**src/rtl/pual_pkg.sv**
```systemverilog
// Package for the primary user activity lookup block.
// Item and result structs, table word types, mode and register codes, FSM states.
// No dependencies.
package pual_pkg;

    localparam int DEF_MAX_ENTRIES   = 16;
    localparam int DEF_MAX_INTERVALS = 64;

    localparam logic [47:0] OFF_WINDOW_NS = 48'd1000000;
    localparam logic [31:0] NS_PER_SEC    = 32'd1000000000;
    localparam logic [23:0] GAIN_RESET    = 24'd93494;

    localparam logic [2:0] MODE_LOAD_ENTRY = 3'd0;
    localparam logic [2:0] MODE_LOAD_IVL   = 3'd1;
    localparam logic [2:0] MODE_LOCAL      = 3'd2;
    localparam logic [2:0] MODE_ANY        = 3'd3;
    localparam logic [2:0] MODE_NEXT_OFF   = 3'd4;
    localparam logic [2:0] MODE_INTERF     = 3'd5;

    localparam logic REG_PU_COUNT = 1'b0;
    localparam logic REG_GAIN     = 1'b1;

    localparam int MUL_A_W   = 96;
    localparam int MUL_B_W   = 32;
    localparam int MUL_P_W   = 128;
    localparam int MUL_LIMBS = MUL_A_W / MUL_B_W;

    localparam int DIV_HI_W  = 40;
    localparam int DIV_LO_W  = 64;
    localparam int DIV_DEN_W = 116;

    typedef struct packed {
        logic [2:0]         mode;
        logic [3:0]         pu_index;
        logic [5:0]         slot_index;
        logic [7:0]         channel;
        logic signed [19:0] pos_x;
        logic signed [19:0] pos_y;
        logic signed [19:0] rx_x;
        logic signed [19:0] rx_y;
        logic [19:0]        radius;
        logic [6:0]         interval_count;
        logic [47:0]        time_a;
        logic [47:0]        time_b;
    } t_in_item;

    typedef struct packed {
        logic        active;
        logic [47:0] off_time;
        logic [63:0] power_total;
        logic [31:0] event_count;
    } t_out_item;

    typedef struct packed {
        logic [7:0]         channel;
        logic signed [19:0] tx_x;
        logic signed [19:0] tx_y;
        logic signed [19:0] rx_x;
        logic signed [19:0] rx_y;
        logic [19:0]        radius;
        logic [6:0]         count;
    } t_entry;

    typedef struct packed {
        logic        flag;
        logic [47:0] dep;
        logic [47:0] arr;
    } t_ivl;

    typedef enum logic [3:0] {
        ST_IDLE,
        ST_ENT_RD,
        ST_DX,
        ST_DY,
        ST_RR,
        ST_CHK,
        ST_IV_RD,
        ST_IV_CHK,
        ST_M_GAIN,
        ST_M_SLO,
        ST_M_SHI,
        ST_M_DEN,
        ST_DIV,
        ST_ACC,
        ST_NEXT
    } t_state;

endpackage

```
**src/rtl/pual_mul.sv**
```systemverilog
// Multi-cycle 96x32 unsigned multiplier, one 32x32 limb product per cycle.
// Depends on pual_pkg.
module pual_mul (
    input  logic                        i_clk,
    input  logic                        i_rst_n,
    input  logic                        i_start,
    input  logic [pual_pkg::MUL_A_W-1:0] i_a,
    input  logic [pual_pkg::MUL_B_W-1:0] i_b,
    output logic [pual_pkg::MUL_P_W-1:0] o_prod,
    output logic                        o_done
);
    import pual_pkg::*;

    localparam int KW = (MUL_LIMBS > 1) ? $clog2(MUL_LIMBS) : 1;

    logic                 r_busy;
    logic                 r_done;
    logic [KW-1:0]        r_k;
    logic [MUL_A_W-1:0]   r_a;
    logic [MUL_B_W-1:0]   r_b;
    logic [MUL_P_W-1:0]   r_acc;
    logic [2*MUL_B_W-1:0] w_pp;

    assign w_pp = r_a[MUL_A_W-1 -: MUL_B_W] * r_b;

    always_ff @(posedge i_clk) begin
        if (!i_rst_n) begin
            r_busy <= 1'b0;
            r_done <= 1'b0;
            r_k    <= '0;
        end else begin
            r_done <= 1'b0;
            if (i_start) begin
                r_busy <= 1'b1;
                r_k    <= KW'(MUL_LIMBS - 1);
            end else if (r_busy) begin
                if (r_k == '0) begin
                    r_busy <= 1'b0;
                    r_done <= 1'b1;
                end else begin
                    r_k <= r_k - KW'(1);
                end
            end
        end
    end

    always_ff @(posedge i_clk) begin
        if (i_start) begin
            r_a   <= i_a;
            r_b   <= i_b;
            r_acc <= '0;
        end else if (r_busy) begin
            r_acc <= (r_acc << MUL_B_W) + MUL_P_W'(w_pp);
            r_a   <= r_a << MUL_B_W;
        end
    end

    assign o_prod = r_acc;
    assign o_done = r_done;

endmodule

```
**config.mk**
```make
export PLATFORM = sky130hd
export DESIGN_NAME = pual_mul
export DESIGN_NICKNAME = d
export VERILOG_FILES = /design/src/rtl/pual_pkg.sv /design/src/rtl/pual_mul.sv
export SDC_FILE = /design/constraint.sdc
export NUM_CORES = 2
export LEC_CHECK = 0
export ABC_AREA = 1
export BUFFER_PORTS_ARGS = -buffer_cell sky130_fd_sc_hd__buf_2
export CORE_MARGIN = 3
export CORE_UTILIZATION = 32
export DETAILED_ROUTE_END_ITERATION = 12
export GPL_TIMING_DRIVEN = 0
export PLACE_DENSITY = 0.53
export REMOVE_ABC_BUFFERS = 1
export SLEW_MARGIN = 15
export SYNTH_ARGS = -nofsm -noshare
export SYNTH_HDL_FRONTEND = slang
export SYNTH_SLANG_ARGS = --single-unit
```
**constraint.sdc**
```tcl
create_clock -name i_clk -period 15.9 [get_ports i_clk]
set_clock_uncertainty 0.05 [all_clocks]
set_input_delay 3.975 -clock i_clk [delete_from_list [all_inputs] [get_ports i_clk]]
set_output_delay 3.975 -clock i_clk [all_outputs]
set_load 0.02 [all_outputs]
```
* Word level (Yosys, flattened, before mapping) *
Index checks and enable logic that the tools add are counted.

word-level totals
  bits of input ports = 131
  flip-flop bits (word level) = 260
  output and inout bits = 129

operators by class
  bitwise logic cells = 3
  equal/unequal tests = 1
  mux-type cells = 9
  multiply operators = 1
  reductions and logical operators = 6
  add/subtract/negate cells = 2

operators with widths
  kind                 number
  $mux 96              2
  $add 128x64->128     1
  $mul 32x32->64       1
  $mux 2               3
  $mux 1               4
  $reduce_and 2->1     2
  $not 1->1            3
  $reduce_or 3->1      1
  $logic_not 2->1      1
  $ne 2x2->1 const B   1
  $reduce_bool 2->1    1
  $reduce_or 2->1      1
  $sub 2x1->2 const B  1

* Logic depth before layout (Yosys ltp) *
  word-level depth = 4
  depth in mapped cells = 36

* Worst setup path after synthesis *
Ideal clock, no wire load.

  path kind = input to register
  start = in i_start
  end = reg r_a[0], enable pin
  setup slack = 9118 ps
  buffers on the path = 1
  cell stages on the path = 3
  data arrival time = 6281 ps
  data required time = 15399 ps
  path through = clkbuf_1 nor2_1 inv_1

between the ends
  cells in the longest elaborated chain, start to end = 1

RTL lines
  element                             line            text
  from (decl)                         pual_mul.sv:6   input logic i_start,
  $reduce_bool 2->1 (no source line)  n/a
  to (signal assigned)                pual_mul.sv:49  r_a <= i_a;
  to (signal assigned)                pual_mul.sv:54  r_a <= r_a << MUL_B_W;
  to (decl)                           pual_mul.sv:19  logic [MUL_A_W-1:0] r_a;

No other way between the ends.
A chain may end at the register's enable or synchronous reset.

* Final worst setup path *
  start = reg r_b[8]
  end = reg r_acc[32], in the netlist o_prod[32]

between the ends
  cells in the longest elaborated chain, start to end = 2

RTL lines
  element                 line            text
  from (decl)             pual_mul.sv:20  logic [MUL_B_W-1:0] r_b;
  from (signal assigned)  pual_mul.sv:50  r_b <= i_b;
  $mul 32x32->64          pual_mul.sv:24  assign w_pp = r_a[MUL_A_W-1 -: MUL_B_W] * r_b;
  $add 128x64->128        pual_mul.sv:53  r_acc <= (r_acc << MUL_B_W) + MUL_P_W'(w_pp);
  to (signal assigned)    pual_mul.sv:53
  to (decl)               pual_mul.sv:21  logic [MUL_P_W-1:0] r_acc;

No other way between the ends.

==> results.py <==
metrics = {
    "run_status": {
        "outcome": "complete, no violations",
    },
    "layout": {
        "final_layout_size_suffix_gt1_frac": 0.0802,
        "nNetsFinal": 8393,
        "areaGrowthSynthToFinish_pct": 12.1,
        "post-route-util": 0.362,
        "fin_area_um2": 56600,
        "fin_cells": 9133,
        "fillCellCount": 16600,
    },
    "synth": {
        "yosys_most_used_dff": "dfxtp_1",
        "synth_top_area_frac": 0.369,
        "syn_avg_cell_area_um2": 7.33,
        "synth.top_cells.by_area": "fa_1, nand2_1, inv_1, edfxtp_1, ha_1",
        "seq_area_frac_synth": 0.128,
        "ys_seq_elements": 260,
        "ys_types": 43,
        "async_flop_share": 0,
        "synth_warnings": 0,
        "syn_area_um2": 50500,
        "yosysTopAreaCell": "fa_1",
        "synthCells": 6889,
        "synth_edf_count": 128,
    },
    "cts": {
        "clkSinkCount": 260,
        "cts_buffer_depth": 3,
        "clockRootBuffer": "clkbuf_16",
        "htree_levels": 2,
        "cts_tree": "built",
        "clk_pin_slew_ns": 0.07,
        "cts_inserted_buffers": 36,
        "cts_setup_buffers": 0,
        "insertion_delay_ns": 0.62,
        "postCtsHoldBufs": 0,
        "cts_resized": 0,
    },
    "sta": {
        "hold_viol": 0,
        "final.setup.tns_ns": 0,
        "fin_crit_sh": 0.521,
        "min_period_ns": 8.28,
        "max-slew-margin-rel": 0.215,
        "max_clock_freq_mhz": 121,
        "rsz0062_at_grt": "no",
        "worstMarginPinSlew_ns": 1.17,
        "finalSetupViolCount": 0,
        "report.final.slew_viol_count": 0,
    },
    "placed_design": {
        "placed_area_um2": 55400,
        "gp_congestion": 1.00,
        "dp_hpwl_um": 145000,
        "io_buffers": 259,
        "place_inst": 9065,
    },
    "critical_path": {
        "crit_chain": "buf_8, nand2_1, fa_1, fa_1, fa_1, fa_1, inv_1, fa_1, fa_1, fa_1, inv_1, fa_1, inv_1, ha_1, nand2_1, nor2_1, nand2_1, nor2_1, nand2_1, nand2_1, xor2_1, o21ai_0, inv_1",
        "cp_common_cell": "fa_1",
        "cp_slowest_cell": "edfxtp_1",
        "path_max_fanout": 19,
        "cp_slowest_stage_delay_ns": 0.91,
        "arrival_ns": 8.76,
        "worstSetupPathType": "reg -> reg",
        "end_kind": "flip-flop",
        "start_kind": "flip-flop",
        "required_ns": 16.38,
        "rr_worst_depth": 23,
    },
    "route": {
        "drt_iter0_drc": 2857,
        "drtAntennaViolNets": 0,
        "firstDrtPassIters": 6,
        "vias_per_cell": 4.59,
        "wl_per_cell_um": 18.3,
        "vias": 41900,
        "drc": 0,
        "drt_wl_total_um": 167000,
    },
    "grt": {
        "grt-ovfl-total": 0,
        "grt_pass1_wl_um": 260000,
        "grt_max_degree": 113,
        "grt_usage": 0.209,
        "antenna_found_initial": 1,
        "grt_pass1_vias": 43300,
    },
    "floorplan": {
        "ios": 260,
        "die_area_um2": 163000,
        "std_cell_rows": 145,
        "core_um2": 157000,
        "die_h_um": 403,
        "die_w_um": 403,
        "initial_core_util": 0.323,
    },
    "min_path": {
        "hold_class": "reg -> reg",
        "hold_depth": 2,
    },
    "run": {
        "maxCapViolCount": 0,
    },
}
## Yosys cell counts, drive strengths merged, types with 43 or more instances
cell,number
nor3,50
clkbuf,239
ha,286
a21oi,144
nand3,149
nand4,45
inv,2080
fa,931
nand2,2103
nor2,376
xor2,43
edfxtp,128
dfxtp,132
o21ai,127
## final cells by class
| cell class | count | area [µm²] | area share |
|---|---|---|---|
| clock inverters | 17 | 196 | 0.00347 |
| diodes | 4 | 10.0 | 0.000177 |
| clock buffers | 47 | 1010 | 0.0179 |
| repair buffers | 366 | 3210 | 0.0567 |
| flip-flops and latches | 260 | 6490 | 0.115 |
| well taps | 2058 | 2570 | 0.0455 |
| inverters | 2082 | 7830 | 0.138 |
| multi-input cells | 4299 | 35300 | 0.623 |
## state kept, by name, indices dropped and copies added (netlist names)
register  count
o_done        1
o_prod      128
r_a          96
r_b          32
r_busy        1
r_k           2
## critical path: cells and delay by family (launching register included)
kind	cells	cell delay [ns]
xor gates and xnor gates	1	0.62
and+or+nand+nor	7	1.21
DFF	1	0.91
adders and majority gates	9	4.69
AOI/OAI and AO/OA	1	0.16
buffers and inverters	5	0.52
## per-stage QoR
step / hold slack, ns / worst slack [ns]
detailed placement: 0.441 / 7.74
floorplan: 0.411 / 9.10
global placement: 0.422 / 2.37
finish: 0.448 / 7.62
global route: 0.479 / 7.35
CTS: 0.452 / 7.62
## layer usage
layer | up-vias | wire length (µm) | GRT usage
met2 | 1034 | 81800 | 0.363
met4 | 0 | 6180 | 0.0716
li1 | 19800 | - | -
met5 | - | 0 | 0
met1 | 20800 | 69500 | 0.266
met3 | 218 | 9560 | 0.0299
## cell families after synthesis
family                   Yosys count  share of synthesized area
AND/OR/NAND/NOR                 2737                      0.219
buffers and inverters           2330                      0.173
adder cells (fa/ha/maj)         1217                      0.440
AO/OA/AOI/OAI                    290                     0.0302
flip-flops                       260                      0.128
XOR/XNOR                          55                    0.00954
## cells in the final DEF (no fill, tap or decap), types with 10 or more instances in the layout
cell type,n
nand2_1,2071
inv_1,2052
fa_1,931
nor2_1,328
ha_1,286
buf_2,258
a21oi_1,141
nand3_1,140
dfxtp_1,131
edfxtp_1,128
o21ai_0,124
buf_8,81
nand4_1,44
xor2_1,43
nor2_2,41
clkbuf_16,37
nor3_1,36
nand2_2,32
inv_2,26
buf_16,23
xnor2_1,12
nor3_2,10
## final timing paths
check | slack [ns] | to | start
max | 7.62 | o_prod[32]$_SDFFE_PP0P_ | r_b[8]$_DFFE_PP_
min | 0.45 | r_k[1]$_SDFFE_PN0P_ | r_k[1]$_SDFFE_PN0P_
max reg2reg | 7.62 | o_prod[32]$_SDFFE_PP0P_ | r_b[8]$_DFFE_PP_
min reg2reg | 0.45 | r_k[1]$_SDFFE_PN0P_ | r_k[1]$_SDFFE_PN0P_
Power is left out: the tool's default activity adds up to more than one toggle a clock period on the data nets, which glitch-free logic cannot reach.
